## src/rtl/qsu_pkg.sv

```systemverilog
`default_nettype none
// ----------------------------------------------------------------------------
// qsu_pkg - shared types for the quoted string unescape parser
// Result beat layout, queue entry layout and queue sizing.
// ----------------------------------------------------------------------------
package qsu_pkg;

   // Entries in the queue between front and back.
   localparam int QUEUE_DEPTH = 4;
   localparam int QUEUE_PTR_W = $clog2(QUEUE_DEPTH);
   localparam int QUEUE_CNT_W = $clog2(QUEUE_DEPTH + 1);

   // One decoded result, without the last flag (back end adds it).
   typedef struct packed {
      logic [7:0] data;
      logic       mark;
      logic       cause;
   } result_type;

   // All results caused by one input byte: one or two.
   typedef struct packed {
      logic       two;
      result_type first;
      result_type second;
   } entry_type;

   // Front -> queue write.
   typedef struct packed {
      logic      valid;
      entry_type entry;
   } push_type;

   // Queue -> back head of line.
   typedef struct packed {
      logic      valid;
      entry_type entry;
   } head_type;

endpackage
`default_nettype wire

```

## src/rtl/qsu_chan_if.sv

```systemverilog
`default_nettype none
// ----------------------------------------------------------------------------
// qsu_chan_if - request and response channels
// Valid/ready channels; a beat moves when valid and ready are both high.
// ----------------------------------------------------------------------------
interface qsu_req_if;
   logic       valid;
   logic       ready;
   logic [7:0] in_byte;
   logic       end_of_input;

   modport source (output valid, output in_byte, output end_of_input, input ready);
   modport sink   (input valid, input in_byte, input end_of_input, output ready);
endinterface

interface qsu_rsp_if;
   logic       valid;
   logic       ready;
   logic [7:0] out_byte;
   logic       is_end_marker;
   logic       end_cause;
   logic       last_of_run;

   modport source (output valid, output out_byte, output is_end_marker,
                   output end_cause, output last_of_run, input ready);
   modport sink   (input valid, input out_byte, input is_end_marker,
                   input end_cause, input last_of_run, output ready);
endinterface
`default_nettype wire

```

## src/rtl/qsu_front.sv

```systemverilog
`default_nettype none
// ----------------------------------------------------------------------------
// qsu_front - parse state machine
// Takes one byte per beat, updates the parse mode and writes the results
// that the byte causes as one queue entry.
// ----------------------------------------------------------------------------
module qsu_front (
   input  wire logic         clock,
   input  wire logic         reset,
   qsu_req_if.sink           req,
   input  wire logic         queue_full,
   output qsu_pkg::push_type push
);

   localparam logic [7:0] CH_N      = 8'h6E;
   localparam logic [7:0] CH_R      = 8'h72;
   localparam logic [7:0] CH_T      = 8'h74;
   localparam logic [7:0] CH_ZERO   = 8'h30;
   localparam logic [7:0] CH_SEVEN  = 8'h37;
   localparam logic [7:0] CH_BSLASH = 8'h5C;
   localparam logic [7:0] CH_QUOTE  = 8'h22;
   localparam logic [7:0] CH_LF     = 8'h0A;
   localparam logic [7:0] CH_CR     = 8'h0D;
   localparam logic [7:0] CH_TAB    = 8'h09;
   localparam logic [7:0] CH_SPACE  = 8'h20;

   typedef enum logic [2:0] {
      MODE_OUT = 3'd0,
      MODE_IN  = 3'd1,
      MODE_ESC = 3'd2,
      MODE_CR  = 3'd3,
      MODE_OCT = 3'd4
   } mode_type;

   mode_type    mode_ff, mode_in;
   logic [5:0]  oct_ff, oct_in;      // two digits at most are held
   logic [1:0]  cnt_ff, cnt_in;
   logic        fire;
   logic [7:0]  b;
   logic [2:0]  digit;
   logic        b_ws, b_oct, b_quote, b_bslash;
   mode_type    q_mode;             // mode after a plain in-quote byte
   logic        has;
   qsu_pkg::entry_type entry;

   assign req.ready = !queue_full;
   assign fire      = req.valid && !queue_full;
   assign b         = req.in_byte;
   assign digit     = b[2:0];
   assign b_ws      = (b == CH_SPACE) || ((b >= CH_TAB) && (b <= CH_CR));
   assign b_oct     = (b >= CH_ZERO) && (b <= CH_SEVEN);
   assign b_quote   = (b == CH_QUOTE);
   assign b_bslash  = (b == CH_BSLASH);
   assign q_mode    = b_quote ? MODE_OUT : (b_bslash ? MODE_ESC : MODE_IN);

   always_comb begin
      mode_in = mode_ff;
      oct_in  = oct_ff;
      cnt_in  = cnt_ff;
      has     = 1'b0;
      entry   = '0;
      if (req.end_of_input) begin
         has = 1'b1;
         if (mode_ff == MODE_OCT) begin
            entry.two          = 1'b1;
            entry.first.data   = {2'b00, oct_ff};
            entry.second.mark  = 1'b1;
            entry.second.cause = 1'b1;
         end else begin
            entry.first.mark  = 1'b1;
            entry.first.cause = 1'b1;
         end
         mode_in = MODE_OUT;
         oct_in  = '0;
         cnt_in  = '0;
      end else begin
         case (mode_ff)
            MODE_IN: begin
               mode_in          = q_mode;
               has              = !b_quote && !b_bslash;
               entry.first.data = b;
            end
            MODE_ESC: begin
               mode_in = MODE_IN;
               has     = 1'b1;
               if (b == CH_N) begin
                  entry.first.data = CH_LF;
               end else if (b == CH_R) begin
                  entry.first.data = CH_CR;
               end else if (b == CH_T) begin
                  entry.first.data = CH_TAB;
               end else if (b == CH_CR) begin
                  has     = 1'b0;
                  mode_in = MODE_CR;
               end else if (b == CH_LF) begin
                  has = 1'b0;
               end else if (b_oct) begin
                  has     = 1'b0;
                  mode_in = MODE_OCT;
                  oct_in  = {3'b000, digit};
                  cnt_in  = 2'd1;
               end else begin
                  entry.first.data = b;
               end
            end
            MODE_CR: begin
               if (b == CH_LF) begin
                  mode_in = MODE_IN;
               end else begin
                  mode_in          = q_mode;
                  has              = !b_quote && !b_bslash;
                  entry.first.data = b;
               end
            end
            MODE_OCT: begin
               if (b_oct) begin
                  if (cnt_ff == 2'd2) begin
                     // third digit: value complete
                     has              = 1'b1;
                     entry.first.data = {oct_ff[4:0], digit};
                     mode_in          = MODE_IN;
                     oct_in           = '0;
                     cnt_in           = '0;
                  end else begin
                     oct_in = {oct_ff[2:0], digit};
                     cnt_in = 2'd2;
                  end
               end else begin
                  // value first, then the byte as an in-quote byte
                  has               = 1'b1;
                  entry.first.data  = {2'b00, oct_ff};
                  entry.two         = !b_quote && !b_bslash;
                  entry.second.data = b;
                  mode_in           = q_mode;
                  oct_in            = '0;
                  cnt_in            = '0;
               end
            end
            default: begin
               if (b_ws) begin
                  mode_in = MODE_OUT;
               end else if (b_quote) begin
                  mode_in = MODE_IN;
               end else begin
                  has              = 1'b1;
                  entry.first.data = b;
                  entry.first.mark = 1'b1;
                  mode_in          = MODE_OUT;
                  oct_in           = '0;
                  cnt_in           = '0;
               end
            end
         endcase
      end
   end

   assign push.valid = fire && has;
   assign push.entry = entry;

   always_ff @(posedge clock) begin
      if (reset) begin
         mode_ff <= MODE_OUT;
         oct_ff  <= '0;
         cnt_ff  <= '0;
      end else if (fire) begin
         mode_ff <= mode_in;
         oct_ff  <= oct_in;
         cnt_ff  <= cnt_in;
      end
   end

`ifndef SYNTHESIS
   a_cnt_only_in_octal: assert property (@(posedge clock) disable iff (reset)
      (cnt_ff != 2'd0) |-> (mode_ff == MODE_OCT))
      else $error("octal digit count set outside octal mode");
   a_eoi_restarts: assert property (@(posedge clock) disable iff (reset)
      (fire && req.end_of_input) |=> (mode_ff == MODE_OUT && cnt_ff == 2'd0))
      else $error("end of input did not return to start state");
`endif

endmodule
`default_nettype wire

```

## src/rtl/qsu_queue.sv

```systemverilog
`default_nettype none
// ----------------------------------------------------------------------------
// qsu_queue - entry queue between front and back
// Small register FIFO; push and pop may occur in the same cycle.
// ----------------------------------------------------------------------------
module qsu_queue (
   input  wire logic              clock,
   input  wire logic              reset,
   input  wire qsu_pkg::push_type push,
   input  wire logic              pop,
   output qsu_pkg::head_type      head,
   output logic                   full
);

   qsu_pkg::entry_type                 mem_ff [qsu_pkg::QUEUE_DEPTH];
   logic [qsu_pkg::QUEUE_PTR_W-1:0]    wr_ptr_ff, rd_ptr_ff;
   logic [qsu_pkg::QUEUE_CNT_W-1:0]    cnt_ff, cnt_in;
   logic                               do_pop;

   localparam logic [qsu_pkg::QUEUE_CNT_W-1:0] CNT_FULL =
      qsu_pkg::QUEUE_CNT_W'(qsu_pkg::QUEUE_DEPTH);
   localparam logic [qsu_pkg::QUEUE_PTR_W-1:0] PTR_LAST =
      qsu_pkg::QUEUE_PTR_W'(qsu_pkg::QUEUE_DEPTH - 1);

   assign full       = (cnt_ff == CNT_FULL);
   assign head.valid = (cnt_ff != '0);
   assign head.entry = mem_ff[rd_ptr_ff];
   assign do_pop     = pop && head.valid;

   always_comb begin
      cnt_in = cnt_ff;
      if (push.valid && !do_pop) begin
         cnt_in = cnt_ff + 1'b1;
      end else if (do_pop && !push.valid) begin
         cnt_in = cnt_ff - 1'b1;
      end
   end

   always_ff @(posedge clock) begin
      if (reset) begin
         wr_ptr_ff <= '0;
         rd_ptr_ff <= '0;
         cnt_ff    <= '0;
      end else begin
         cnt_ff <= cnt_in;
         if (push.valid) begin
            wr_ptr_ff <= (wr_ptr_ff == PTR_LAST) ? '0 : wr_ptr_ff + 1'b1;
         end
         if (do_pop) begin
            rd_ptr_ff <= (rd_ptr_ff == PTR_LAST) ? '0 : rd_ptr_ff + 1'b1;
         end
      end
   end

   always_ff @(posedge clock) begin
      if (push.valid) begin
         mem_ff[wr_ptr_ff] <= push.entry;
      end
   end

`ifndef SYNTHESIS
   a_no_push_full: assert property (@(posedge clock) disable iff (reset)
      !(push.valid && full))
      else $error("queue written while full");
   a_no_pop_empty: assert property (@(posedge clock) disable iff (reset)
      !(pop && !head.valid))
      else $error("queue read while empty");
`endif

endmodule
`default_nettype wire

```

## src/rtl/qsu_back.sv

```systemverilog
`default_nettype none
// ----------------------------------------------------------------------------
// qsu_back - result sequencer
// Pops queue entries, splits two-result entries into two beats and holds
// the response in an output register.
// ----------------------------------------------------------------------------
module qsu_back (
   input  wire logic              clock,
   input  wire logic              reset,
   input  wire qsu_pkg::head_type head,
   output logic                   pop,
   qsu_rsp_if.source              rsp
);

   logic                 out_valid_ff;
   qsu_pkg::result_type  out_ff;
   logic                 out_last_ff;
   logic                 pend_valid_ff;
   qsu_pkg::result_type  pend_ff;
   logic                 load;

   assign load = !out_valid_ff || rsp.ready;
   assign pop  = load && !pend_valid_ff && head.valid;

   always_ff @(posedge clock) begin
      if (reset) begin
         out_valid_ff  <= 1'b0;
         pend_valid_ff <= 1'b0;
      end else if (load) begin
         if (pend_valid_ff) begin
            out_valid_ff  <= 1'b1;
            out_ff        <= pend_ff;
            out_last_ff   <= 1'b1;
            pend_valid_ff <= 1'b0;
         end else if (head.valid) begin
            out_valid_ff  <= 1'b1;
            out_ff        <= head.entry.first;
            out_last_ff   <= !head.entry.two;
            pend_valid_ff <= head.entry.two;
            pend_ff       <= head.entry.second;
         end else begin
            out_valid_ff <= 1'b0;
         end
      end
   end

   assign rsp.valid         = out_valid_ff;
   assign rsp.out_byte      = out_ff.data;
   assign rsp.is_end_marker = out_ff.mark;
   assign rsp.end_cause     = out_ff.cause;
   assign rsp.last_of_run   = out_last_ff;

`ifndef SYNTHESIS
   a_pend_behind_out: assert property (@(posedge clock) disable iff (reset)
      pend_valid_ff |-> (out_valid_ff && !out_last_ff))
      else $error("second result pending without a first one on the output");
`endif

endmodule
`default_nettype wire

```

## src/rtl/quoted_string_unescape_parser_top.sv

```systemverilog
`default_nettype none
// ----------------------------------------------------------------------------
// quoted_string_unescape_parser_top - C-style quoted string decoder
// Decodes adjacent double-quoted strings from a byte stream, with escapes.
// ----------------------------------------------------------------------------
// Usage:
//  - req_bus carries one raw byte per beat plus end_of_input. Each beat
//    makes zero, one or two rsp_bus beats: decoded characters, and an end
//    marker (is_end_marker=1) when an unquoted non-space byte or end of
//    input finishes the string. last_of_run flags the final beat per input.
//  - Path: an accepted byte's results are written into the queue as one
//    entry, then moved into the output register once it is free.
//  - Throughput: one input beat per cycle. A byte with two results (octal
//    escape ended by another byte, or end of input during octal) gives two
//    output beats; the 4-entry queue between the parser and the output
//    sequencer absorbs these, and req_bus.ready drops only when it is full.
//  - rsp_bus stall: the output register holds its beat; the parser keeps
//    taking bytes until the queue fills.
//  - Reset (synchronous): parser back to "outside quotes", queue and output
//    emptied. No configuration.
// ----------------------------------------------------------------------------
module quoted_string_unescape_parser_top (
   input  wire logic clock,
   input  wire logic reset,
   qsu_req_if.sink   req_bus,
   qsu_rsp_if.source rsp_bus
);

   qsu_pkg::push_type push;   // front -> queue
   qsu_pkg::head_type head;   // queue -> back
   logic              queue_full;
   logic              pop;

   // Front: parse mode machine, one byte a cycle while the queue is not full.
   qsu_front u_front (
      .clock      (clock),
      .reset      (reset),
      .req        (req_bus),
      .queue_full (queue_full),
      .push       (push)
   );

   // Queue decouples parsing from result delivery.
   qsu_queue u_queue (
      .clock (clock),
      .reset (reset),
      .push  (push),
      .pop   (pop),
      .head  (head),
      .full  (queue_full)
   );

   // Back: one result beat a cycle into the output register unless rsp_bus stalls.
   qsu_back u_back (
      .clock (clock),
      .reset (reset),
      .head  (head),
      .pop   (pop),
      .rsp   (rsp_bus)
   );

endmodule
`default_nettype wire

```

## src/flat_wrapper.sv

```systemverilog
// flat-port wrapper written by rule: the top's interface ports become plain ports
module quoted_string_unescape_parser_top_flat 
  (clock, reset, req_bus_valid, req_bus_in_byte, req_bus_end_of_input, req_bus_ready, rsp_bus_valid, rsp_bus_out_byte, rsp_bus_is_end_marker, rsp_bus_end_cause, rsp_bus_last_of_run, rsp_bus_ready);
  qsu_req_if req_bus_i ();
  qsu_rsp_if rsp_bus_i ();
  input  wire logic clock;
  input  wire logic reset;
  input wire logic [$bits(req_bus_i.valid)-1:0] req_bus_valid;
  input wire logic [$bits(req_bus_i.in_byte)-1:0] req_bus_in_byte;
  input wire logic [$bits(req_bus_i.end_of_input)-1:0] req_bus_end_of_input;
  output wire logic [$bits(req_bus_i.ready)-1:0] req_bus_ready;
  output wire logic [$bits(rsp_bus_i.valid)-1:0] rsp_bus_valid;
  output wire logic [$bits(rsp_bus_i.out_byte)-1:0] rsp_bus_out_byte;
  output wire logic [$bits(rsp_bus_i.is_end_marker)-1:0] rsp_bus_is_end_marker;
  output wire logic [$bits(rsp_bus_i.end_cause)-1:0] rsp_bus_end_cause;
  output wire logic [$bits(rsp_bus_i.last_of_run)-1:0] rsp_bus_last_of_run;
  input wire logic [$bits(rsp_bus_i.ready)-1:0] rsp_bus_ready;
  assign req_bus_i.valid = req_bus_valid;
  assign req_bus_i.in_byte = req_bus_in_byte;
  assign req_bus_i.end_of_input = req_bus_end_of_input;
  assign req_bus_ready = req_bus_i.ready;
  assign rsp_bus_valid = rsp_bus_i.valid;
  assign rsp_bus_out_byte = rsp_bus_i.out_byte;
  assign rsp_bus_is_end_marker = rsp_bus_i.is_end_marker;
  assign rsp_bus_end_cause = rsp_bus_i.end_cause;
  assign rsp_bus_last_of_run = rsp_bus_i.last_of_run;
  assign rsp_bus_i.ready = rsp_bus_ready;
  quoted_string_unescape_parser_top u_core (.clock(clock), .reset(reset), .req_bus(req_bus_i), .rsp_bus(rsp_bus_i));
endmodule
```

## config.mk

```make
export PLATFORM = sky130hd
export DESIGN_NAME = quoted_string_unescape_parser_top_flat
export DESIGN_NICKNAME = d
export VERILOG_FILES = /design/src/rtl/qsu_pkg.sv /design/src/rtl/qsu_chan_if.sv /design/src/rtl/qsu_front.sv /design/src/rtl/qsu_queue.sv /design/src/rtl/qsu_back.sv /design/src/rtl/quoted_string_unescape_parser_top.sv /design/src/flat_wrapper.sv
export SDC_FILE = /design/constraint.sdc
export NUM_CORES = 1
export LEC_CHECK = 0
export ABC_AREA = 1
export BUFFER_PORTS_ARGS = -buffer_cell sky130_fd_sc_hd__buf_2
export CORE_MARGIN = 2
export CORE_UTILIZATION = 55
export DETAILED_ROUTE_END_ITERATION = 16
export GPL_TIMING_DRIVEN = 0
export PLACE_DENSITY = 0.75
export SYNTH_ARGS = -nofsm -noshare
export SYNTH_HDL_FRONTEND = slang
export SYNTH_SLANG_ARGS = --single-unit
```

## constraint.sdc

```tcl
create_clock -name clock -period 2.5 [get_ports clock]
set_input_delay 0 -clock clock [delete_from_list [all_inputs] [get_ports clock]]
set_output_delay 0 -clock clock [all_outputs]
set_load 0.005 [all_outputs]
```

==> results.tsv, run 1 <==
metric	value	unit
worst min path class	input port to flop	
Max-Slew Margin vs Limit	37.0	%
CP peak stage delay	0.38	ns
Max Slew Vio Count	0	
clk root buf	clkbuf_8	
Worst R2R End	u_core.u_queue.cnt_ff[2]$_SDFFE_PP0P_	
Core Region	9770	um2
final RePlAce weighted congestion	0.911	
Final ANT Viol Nets	0	
1st-iter DRT viols	488	
CTS tree	done	
via/cell ratio	5.70	
Area Growth Syn to Fin	19.4	%
Initial Utilization	56.7	%
critical setup path kind	flop to flop	
PortBufs	24	
cell mode on critical path	inv_1	
Fmax	0.424	GHz
grt total ovfl	0	
TritonRoute pass-1 iters	5	
Post-Syn Area	5540	um2
Setup Viol. Count Final	0	
worst slack, placed	-0.298	ns
crit start category	flop	
Post-synth top flop	edfxtp_1	
Worst Reg2Reg Path Length in Cells	15	
min-delay src	req_bus_in_byte[1]	
initial antenna violation count	0	
placed instance count	726	
Synth area leader	edfxtp_1	
number of global-route vias before repair	4387	
wire per inst	17.6	um
crit path cell chain	inv_1 -> o21ai_1 -> nand2_2 -> inv_1 -> nand4_1 -> nand2_2 -> o21bai_4 -> inv_1 -> ha_1 -> inv_1 -> fa_1 -> a21oi_1 -> o21ai_1 -> o21ai_1 -> a21oi_1	
reg2reg setup slack	0.14	ns
RSZ-0062 raised after global routing	true	
Final WS setup	0.140	ns
Commonest cells post-synth	nor2_1 (115), edfxtp_1 (100), nand2_1 (75)	
crit share post-route	94.4	%
worst-case clock buffer depth	2	
CP max stage cell	dfxtp_2	
Mapped Nets	585	
via count	4384	
Synth Register Bits	122	
Num Clock Sinks	122	
critical path arrival	2.76	ns
max_cap viols	0	
diode count	0	
die height	104	um
peak supply drop	0.453	mV
count leader, synth	nor2_1	
P_leak	2.46	nW
Area contributors post-synth	edfxtp_1 (54%), dfxtp_1 (7.9%), nor2_1 (7.8%)	
Num CTS Buffers	17	
final hold violations	0	
Post-Syn Instances	565	
clock skew	0.0114	ns
Hold EP	u_core.u_queue.mem_ff[0][3]$_DFFE_PP_	
R2R Path Start	u_core.u_front.mode_ff[2]$_SDFFE_PP0P_	
asr flop ratio synth	0	%
Worst setup EP type	flop	
synth warn	0	
Seq/Total Area, Yosys	62.1	%
count of cell types in the netlist	38	
nets	643	
Slew @ Worst Pin	0.941	ns
Req. time, crit path	2.90	ns
status	complete, no violations	
Hold Slack	0.0376	ns
Post-synth EDFFs	100	
Tmin final	2.36	ns
Filler Cells Inserted	763	
average size of a mapped cell	9.81	um2
first-pass GRT wire length	22000	um
share of cells above drive strength 1	13.8	%
Max FO, Critical Path	4	
Clock Latency Late Sink	0.51	ns
largest net degree at the start of global routing	17	
GRT Overall Usage	26.1	%
clock slew at reported path FFs	0.06	ns
die area	10900	um2
DP HPWL	9540	um
Post-Layout Cell Count	769	
Rows	36	
total power	7.00	mW
routed wire length	13500	um
Worst Hold Depth	3	
die width	104	um
top cell type's share of synthesized area	54.2	%
# IOs	26	
# H-tree levels	4	
DRC viols	0	
pwr/cell area	1060	nW/um2
## critical path, delay by kind of cell, from the launching register on
kind,cells,cell delay [ns]
AND/OR/NAND/NOR,3,0.38
AO/OA/AOI/OAI,6,0.61
adder cells (fa/ha/maj),2,0.52
buffers and inverters,4,0.35
flip-flops,1,0.38
## logic make-up after synthesis
| kind of cell | Yosys count | share of synthesized area [%] |
|---|---|---|
| flip-flops | 122 | 62.1 |
| AO/OA/AOI/OAI | 123 | 12.7 |
| adder cells (fa/ha/maj) | 7 | 1.72 |
| AND/OR/NAND/NOR | 246 | 18.8 |
| buffers and inverters | 67 | 4.65 |
## cell usage in the layout (no fill, tap or decap), drive strengths merged, types with 2 or more instances in the layout
cell type    instances
nor2               118
edfxtp             100
nand2               77
o21ai               64
inv                 47
buf                 38
clkbuf              34
a21oi               23
nand3               23
dfxtp               22
nor3                17
a31oi               11
nand4               11
o22ai               10
clkinv               8
ha                   6
dlygate4sd3          6
o211ai               4
bufinv               3
a221o                2
clkinvlp             2
## stage by stage
stage	instance area, um2	TNS (ns)	util, %
4_1_cts	6560	-0.328	67.1
3_5_place_dp	5900	-5.28	60.4
3_3_place_gp	5830	-77.49	59.7
6_report	6620	0	67.7
5_1_grt	6620	-0.0969	67.7
2_1_floorplan	5540	0	-
## area by class of cell
type	instances	area [um2]	share of cell area [%]
well taps	133	166	2.51
flip-flops and latches	122	3450	52.1
clock buffers	19	422	6.37
inverters	47	176	2.67
clock inverters	13	151	2.29
repair buffers	39	278	4.20
plain buffers	20	81.3	1.23
multi-input cells	376	1900	28.7
## state kept, by name, indices dropped and copies added (netlist names), named ones only
name                             cells
u_core.u_back.rsp.out_byte           8
u_core.u_queue.wr_ptr_ff             2
u_core.u_queue.cnt_ff                3
u_core.u_back.rsp.last_of_run        1
u_core.u_back.rsp.is_end_marker      1
u_core.u_back.rsp.valid              1
u_core.u_front.mode_ff               3
u_core.u_back.pend_valid_ff          1
u_core.u_back.rsp.end_cause          1
u_core.u_front.oct_ff                6
u_core.u_back.pend_ff                9
u_core.u_queue.rd_ptr_ff             2
u_core.u_queue.mem_ff               80
u_core.u_front.cnt_ff                2
## metal layers
layer | part of all wire, % | GRT usage [%] | wire length (um)
met3 | 5.2 | 5.01 | 702
met5 | 0 | 0 | 0
met2 | 52 | 45.1 | 6980
met1 | 41 | 31.9 | 5550
met4 | 2.2 | 11.6 | 302
## how the worst max path moves through the flow
stage,from,endpoint,slack [ns]
after floorplan,u_core.u_front.mode_ff[1]$_SDFFE_PP0P_,u_core.u_queue.mem_ff[0][10]$_DFFE_PP_,0.12
after global placement,u_core.u_front.mode_ff[1]$_SDFFE_PP0P_,u_core.u_queue.mem_ff[2][7]$_DFFE_PP_,-1.0
after detailed placement,u_core.u_front.mode_ff[1]$_SDFFE_PP0P_,u_core.u_queue.cnt_ff[2]$_SDFFE_PP0P_,-0.30
after CTS,u_core.u_front.mode_ff[0]$_SDFFE_PP0P_,u_core.u_queue.mem_ff[0][6]$_DFFE_PP_,-0.02
after global routing,u_core.u_front.mode_ff[2]$_SDFFE_PP0P_,u_core.u_queue.cnt_ff[2]$_SDFFE_PP0P_,-0.1
final,u_core.u_front.mode_ff[2]$_SDFFE_PP0P_,u_core.u_queue.cnt_ff[2]$_SDFFE_PP0P_,0.14
## report_power, final
part	switching [mW]	total [mW]	internal, mW
sequential	0.141	2.85	2.71
combinational	1.24	1.83	0.591
clock	0.820	2.33	1.51
## what timing repair did
action	4_1_cts	5_1_grt
endpoints found under the hold margin	20	0
gates cloned	0	0
hold buffers	6	0
endpoints found under the setup margin	55	55
pin swaps	2	2
setup buffers	3	2
gates resized for setup	2	15
No activity file was read; power rests on OpenSTA's default activity.
==> run 2, diff against run 1 <==
CORE_MARGIN = not set   (was 2)
==> results.tsv, run 2 (synthesis results as in run 1) <==
metric	value	unit	change
Num Clock Sinks	122		unchanged
commonest non-fill, non-tap cell in the layout	nor2_1		
TritonRoute pass-1 iters	5		unchanged
Setup crit start	u_core.u_front.mode_ff[0]$_SDFFE_PP0P_		
Clock Latency Late Sink	0.52	ns	about the same
Final TNS setup	0	ns	unchanged
Largest register FFs	80		unchanged
worst slack, placed	-0.253	ns	+0.0442 ns
diode count	0		unchanged
Worst setup EP type	flop		
Final Util	67.5	%	-0.20 points
Max Slew Vio Count	0		unchanged
routed wire length	14300	um	+5.4%
Worst R2R End	u_core.u_queue.mem_ff[1][4]$_DFFE_PP_		
final hold violations	0		unchanged
Filler Cells Inserted	750		-1.7%
CTS tree	done		
largest net degree at the start of global routing	17		unchanged
share of cells above drive strength 1	13.6	%	-0.22 points
critical setup path kind	flop to flop		
Max-Slew Margin vs Limit	33.9	%	-3.1 points
Req. time, crit path	2.72	ns	-0.18 ns
Final ANT Viol Nets	0		unchanged
register area	3450	um2	+0.18%
Post-Layout Cell Count	772		+0.39%
clock skew	0.0143	ns	+0.00293 ns
die height	102	um	-1.9%
Slew @ Worst Pin	0.987	ns	+0.0463 ns
max_cap viols	0		unchanged
# IOs	26		unchanged
Most flops, register	u_core.u_queue.mem_ff		
Setup Viol. Count Final	0		unchanged
peak supply drop	0.612	mV	+35%
Max FO, Critical Path	11		+7
critical path arrival	2.62	ns	-0.14 ns
via/cell ratio	5.82		+2.1%
Area Growth Syn to Fin	19.0	%	
Worst Reg2Reg Path Length in Cells	9		-6
Final WS setup	0.101	ns	-0.0382 ns
Multi-input gate area	1890	um2	-0.53%
1st-iter DRT viols	300		-39%
GRT Overall Usage	28.8	%	+2.7 points
final RePlAce weighted congestion	0.913		+0.21%
DP HPWL	9840	um	+3.1%
clock slew at reported path FFs	0.06	ns	about the same
worst-case clock buffer depth	2		unchanged
total power	6.85	mW	-2.2%
Core Region	9770	um2	unchanged
P_leak	2.45	nW	-0.43%
placed instance count	726		unchanged
crit share post-route	95.9	%	+1.5 points
die width	102	um	-1.9%
# H-tree levels	4		unchanged
Setup crit end	u_core.u_queue.mem_ff[1][4]$_DFFE_PP_		
PortBufs	24		unchanged
reg2reg setup slack	0.10	ns	-0.04 ns
wire per inst	18.5	um	+5.0%
grt total ovfl	0		unchanged
via count	4492		+2.5%
number of global-route vias before repair	4398		+0.25%
Tmin final	2.40	ns	+0.0382 ns
pwr/cell area	1040	nW/um2	-1.9%
nets	646		+0.47%
crit start category	flop		
initial antenna violation count	0		unchanged
Fmax	0.417	GHz	-1.6%
clk root buf	clkbuf_8		
DRC viols	0		unchanged
R2R Path Start	u_core.u_front.mode_ff[0]$_SDFFE_PP0P_		
most frequent cells in the layout	nor2_1 (110), edfxtp_1 (100), nand2_1 (73)		
worst min path class	input port to flop		
first-pass GRT wire length	21900	um	-0.50%
Initial Utilization	56.7	%	unchanged
Num CTS Buffers	17		unchanged
die area	10500	um2	-3.8%
status	complete, no violations		
Rows	36		unchanged
-- run 2: changes by cell type in the layout (fill, tap and decap cells not counted), moves of 2 or more --
cell       previous run  this run
buf_16                0         2
buf_4                 6         9
clkbuf_1             17        19
nor2_4                5         1
nor2_2                3         7
buf_8                 4         2
dfxtp_4               0         2
clkinv_1              2         5
bufinv_16             3         1
-- run 2: layout make-up --
type	instances	area share (%)
plain buffers	20	1.23
clock buffers	21	6.50
clock inverters	11	1.21
inverters	47	2.67
multi-input cells	376	28.6
flip-flops and latches	122	52.3
well taps	133	2.52
repair buffers	42	4.93
-- run 2: critical path, cell delays in order (launching register included) --
cell and delay, ns:
dfxtp_2 0.34, inv_1 0.17, nand3_4 0.15, inv_2 0.14, nand4_1 0.14, nand3_2 0.14
o21bai_4 0.09, buf_4 0.14, nor2_2 0.54, buf_8 0.24
-- run 2: worst min-delay path by stage --
| stage | slack, ns | start | end | depth (start not counted) |
|---|---|---|---|---|
| 2_1_floorplan | 0.24 | rsp_bus_ready | u_core.u_back.rsp.valid$_SDFFE_PP0N_ | 3 |
| 5_1_grt | 0.02 | req_bus_in_byte[7] | u_core.u_queue.mem_ff[1][19]$_DFFE_PP_ | 3 |
| 4_1_cts | 0.006 | req_bus_in_byte[7] | u_core.u_queue.mem_ff[0][19]$_DFFE_PP_ | 3 |
| 6_report | 0.02 | req_bus_in_byte[7] | u_core.u_queue.mem_ff[0][19]$_DFFE_PP_ | 3 |
| 3_3_place_gp | 0.34 | rsp_bus_ready | u_core.u_back.rsp.valid$_SDFFE_PP0N_ | 4 |
| 3_5_place_dp | 0.35 | rsp_bus_ready | u_core.u_back.rsp.valid$_SDFFE_PP0N_ | 4 |
-- run 2: layer usage --
layer / track usage [%] / share of wire (%) / vias to the layer above
met4: 14.3 / 2.5 / 0
met3: 6.84 / 5.6 / 33
met2: 50.3 / 52 / 185
met1: 33.3 / 40 / 2164
li1: - / - / 2110
met5: 0 / 0 / -
-- run 2: power breakdown --
part	total, mW	internal (mW)	switching [mW]	leakage, nW
Sequential	2.86	2.71	0.153	1.10
Combinational	1.88	0.617	1.26	1.10
Clock	2.11	1.29	0.816	0.245
Total	6.85	4.62	2.23	2.45
-- run 2: what timing repair did --
action | in CTS | in global routing
hold endpoints to repair | 17 | 0
endpoints found under the setup margin | 54 | 2
gates cloned | 0 | 0
hold buffers | 6 | 0
gates resized for setup | 8 | 8
pin swaps | 2 | 3
setup buffers | 3 | 5
-- run 2: per-stage QoR --
step,hold slack [ns],cell area [um2]
after floorplan,0.236,5540
after global placement,0.338,5830
after detailed placement,0.353,5930
after CTS,0.00596,6530
after global routing,0.0179,6600
final,0.0181,6600
==> run 3, diff against run 2 <==
ABC_AREA = not set   (was 1)
REMOVE_ABC_BUFFERS = 1   (was not set)
==> results.tsv, run 3 <==
metric	value	unit	change
P_leak	2.45	nW	about the same
count leader, synth	edfxtp_1		
first-pass GRT wire length	18600	um	-15%
Synth Register Bits	122		unchanged
critical setup path kind	flop to flop		
Most flops, register	u_core.u_queue.mem_ff		
crit share post-route	102	%	+5.6 points
Slew @ Worst Pin	1.08	ns	+0.0888 ns
mux cell area share after synthesis	12.1	%	+12 points
commonest non-fill, non-tap cell in the layout	edfxtp_1		
Tmin final	2.54	ns	+0.141 ns
CP peak stage delay	0.42	ns	-0.12 ns
TritonRoute pass-1 iters	7		+2
Post-Synth Simple-Gate Area	13.8	%	-5.0 points
CTS tree	done		
Num Clock Sinks	122		unchanged
die height	103	um	+0.75%
nets	458		-29%
Core Region	9860	um2	+0.92%
final instance area	6800	um2	+3.1%
via/cell ratio	6.16		+5.9%
RSZ-0062 raised after global routing	true		
Final TNS setup	-0.0391	ns	-0.0391 ns
count of cell types in the netlist	79		+110%
share of cells above drive strength 1	31.0	%	+17 points
worst min path class	input port to flop		
DRC viols	0		unchanged
GRT Overall Usage	25.0	%	-3.8 points
grt total ovfl	0		unchanged
clk root buf	clkbuf_8		
max_cap viols	0		unchanged
final hold violations	0		unchanged
Clock Latency Late Sink	0.52	ns	about the same
most frequent cells in the layout	edfxtp_1 (100), buf_2 (25), mux4_2 (20)		
dpl cell area	5790	um2	-2.3%
critical path arrival	2.99	ns	+0.37 ns
crit path cell chain	or3b_4 -> a31oi_1 -> a31oi_1 -> a41oi_4 -> ha_2 -> inv_1 -> fa_2 -> xor2_1 -> or3_1 -> a21oi_1		
final RePlAce weighted congestion	0.916		+0.39%
Area contributors post-synth	edfxtp_1 (53%), mux4_2 (8.0%), dfxtp_1 (7.8%)		
pwr/cell area	965	nW/um2	-7.1%
Commonest cells post-synth	edfxtp_1 (100), dfxtp_1 (22), mux4_2 (20)		
Max Slew Vio Count	0		unchanged
diode count	0		unchanged
clock skew	0.00917	ns	-0.00515 ns
Synth Area in XOR/XNOR	0.622	%	+0.62 points
Final ANT Viol Nets	0		unchanged
worst-case clock buffer depth	2		unchanged
initial antenna violation count	0		unchanged
wire per inst	21.0	um	+14%
Post-synth EDFFs	100		unchanged
average size of a mapped cell	14.7	um2	+50%
failing checks	negative setup slack		
complex-gate fraction of the synthesized area	7.20	%	-5.5 points
PortBufs	25		+4.2%
adder-cell area share of the yosys netlist	1.69	%	-0.026 points
Final WS setup	-0.0391	ns	-0.141 ns
Final Util	69.0	%	+1.5 points
Setup Viol. Count Final	1		+1
# H-tree levels	4		unchanged
clock slew at reported path FFs	0.06	ns	about the same
Seq/Total Area, Yosys	61.2	%	-0.94 points
largest family of logic cells by synthesized area	simple AND/OR/NAND/NOR gates		
# IOs	26		unchanged
Num CTS Buffers	17		unchanged
top cell type's share of synthesized area	53.3	%	-0.82 points
Req. time, crit path	2.95	ns	+0.23 ns
worst slack, placed	-0.622	ns	-0.369 ns
Area Growth Syn to Fin	20.9	%	
Worst Hold Depth	3		unchanged
Post-Syn Instances	383		-32%
die width	103	um	+0.75%
Post-synth top flop	edfxtp_1		
CP max stage cell	or3b_4		
synth warn	0		unchanged
Synth area leader	edfxtp_1		
via count	3599		-20%
asr flop ratio synth	0	%	unchanged
Rows	36		unchanged
number of global-route vias before repair	3436		-22%
routed wire length	12300	um	-14%
Post-Syn Area	5630	um2	+1.5%
Max FO, Critical Path	6		-5
crit start category	flop		
status	finished with violations		
DP HPWL	7160	um	-27%
peak supply drop	0.449	mV	-27%
Worst setup EP type	flop		
Initial Utilization	57.1	%	+0.34 points
Largest register FFs	80		unchanged
1st-iter DRT viols	229		-24%
Max-Slew Margin vs Limit	28.2	%	-5.8 points
largest net degree at the start of global routing	29		+12
Fmax	0.394	GHz	-5.5%
cell mode on critical path	a31oi_1		
die area	10600	um2	+1.5%
Worst Reg2Reg Path Length in Cells	10		+1
## run 3: cell types whose count changed after synthesis, sizes merged, moves of 8 or more
cell	delta
nor2	-100
nand2	-58
o21ai	-57
inv	-35
mux4	+20
nand3	-16
nand2b	+14
a21oi	-12
and2	+11
mux2	+11
mux2i	+10
nand4	-9
o22ai	-8
## run 3: cells by family (layout without fill, tap and decap cells)
family	count (synthesis)	in the layout
AOI/OAI and AO/OA	52	52
buffers and inverters	32	100
xor gates and xnor gates	4	4
and+or+nand+nor	125	125
DFF	122	122
muxes	41	41
adders and majority gates	7	7
## run 3: final timing paths
check,slack (ns),startpoint,end
max,-0.04,u_core.u_front.mode_ff[1]$_SDFFE_PP0P_,u_core.u_queue.cnt_ff[2]$_SDFFE_PP0P_
max reg2reg,-0.04,u_core.u_front.mode_ff[1]$_SDFFE_PP0P_,u_core.u_queue.cnt_ff[2]$_SDFFE_PP0P_
min,0.07,req_bus_in_byte[0],u_core.u_queue.mem_ff[0][2]$_DFFE_PP_
min reg2reg,0.51,u_core.u_front.oct_ff[5]$_SDFFE_PP0P_,u_core.u_front.oct_ff[5]$_SDFFE_PP0P_
## run 3: metal layers
metal / global-route usage [%] / wire [um]
met1: 32.3 / 5270
met2: 39.6 / 5940
met3: 6.31 / 746
met4: 12.5 / 297
met5: 0 / 0
## run 3: report_power, final
| part | internal, mW | leakage (nW) | switching [mW] |
|---|---|---|---|
| combinational | 0.585 | 1.00 | 0.504 |
| sequential | 2.57 | 1.14 | 0.240 |
| clock | 1.81 | 0.310 | 0.854 |
| total | 4.96 | 2.45 | 1.60 |
## run 3: final cells by class
class / count / area, um2
flip-flops and latches: 122 / 3460
fillers: 665 / 3060
multi-input cells: 229 / 2100
clock buffers: 19 / 422
repair buffers: 57 / 397
clock inverters: 13 / 223
well taps: 133 / 166
inverters: 11 / 41.3
## run 3: through the flow
stage | cells | total power, mW | hold WS, ns
2_1_floorplan | 362 | 3.49 | 0.0691
3_3_place_gp | 520 | 3.80 | 0.285
3_5_place_dp | 521 | 3.88 | 0.316
4_1_cts | 575 | 6.60 | 0.0174
5_1_grt | 584 | 6.83 | 0.0647
6_report | 584 | 6.56 | 0.0696
## run 3: critical path, delay by kind of cell, from the launching register on
kind | cells | cell delay (ns)
buffers and inverters | 1 | 0.05
AO/OA/AOI/OAI | 4 | 0.62
XOR/XNOR | 1 | 0.15
flip-flops | 1 | 0.37
adder cells (fa/ha/maj) | 2 | 0.56
AND/OR/NAND/NOR | 2 | 0.72
## run 3: timing repair
action | in CTS | in global routing
pin swaps | 3 | 5
hold buffers | 12 | 0
endpoints found under the setup margin | 82 | 12
hold endpoints to repair | 36 | 0
setup buffers | 10 | 9
gates resized for setup | 22 | 7
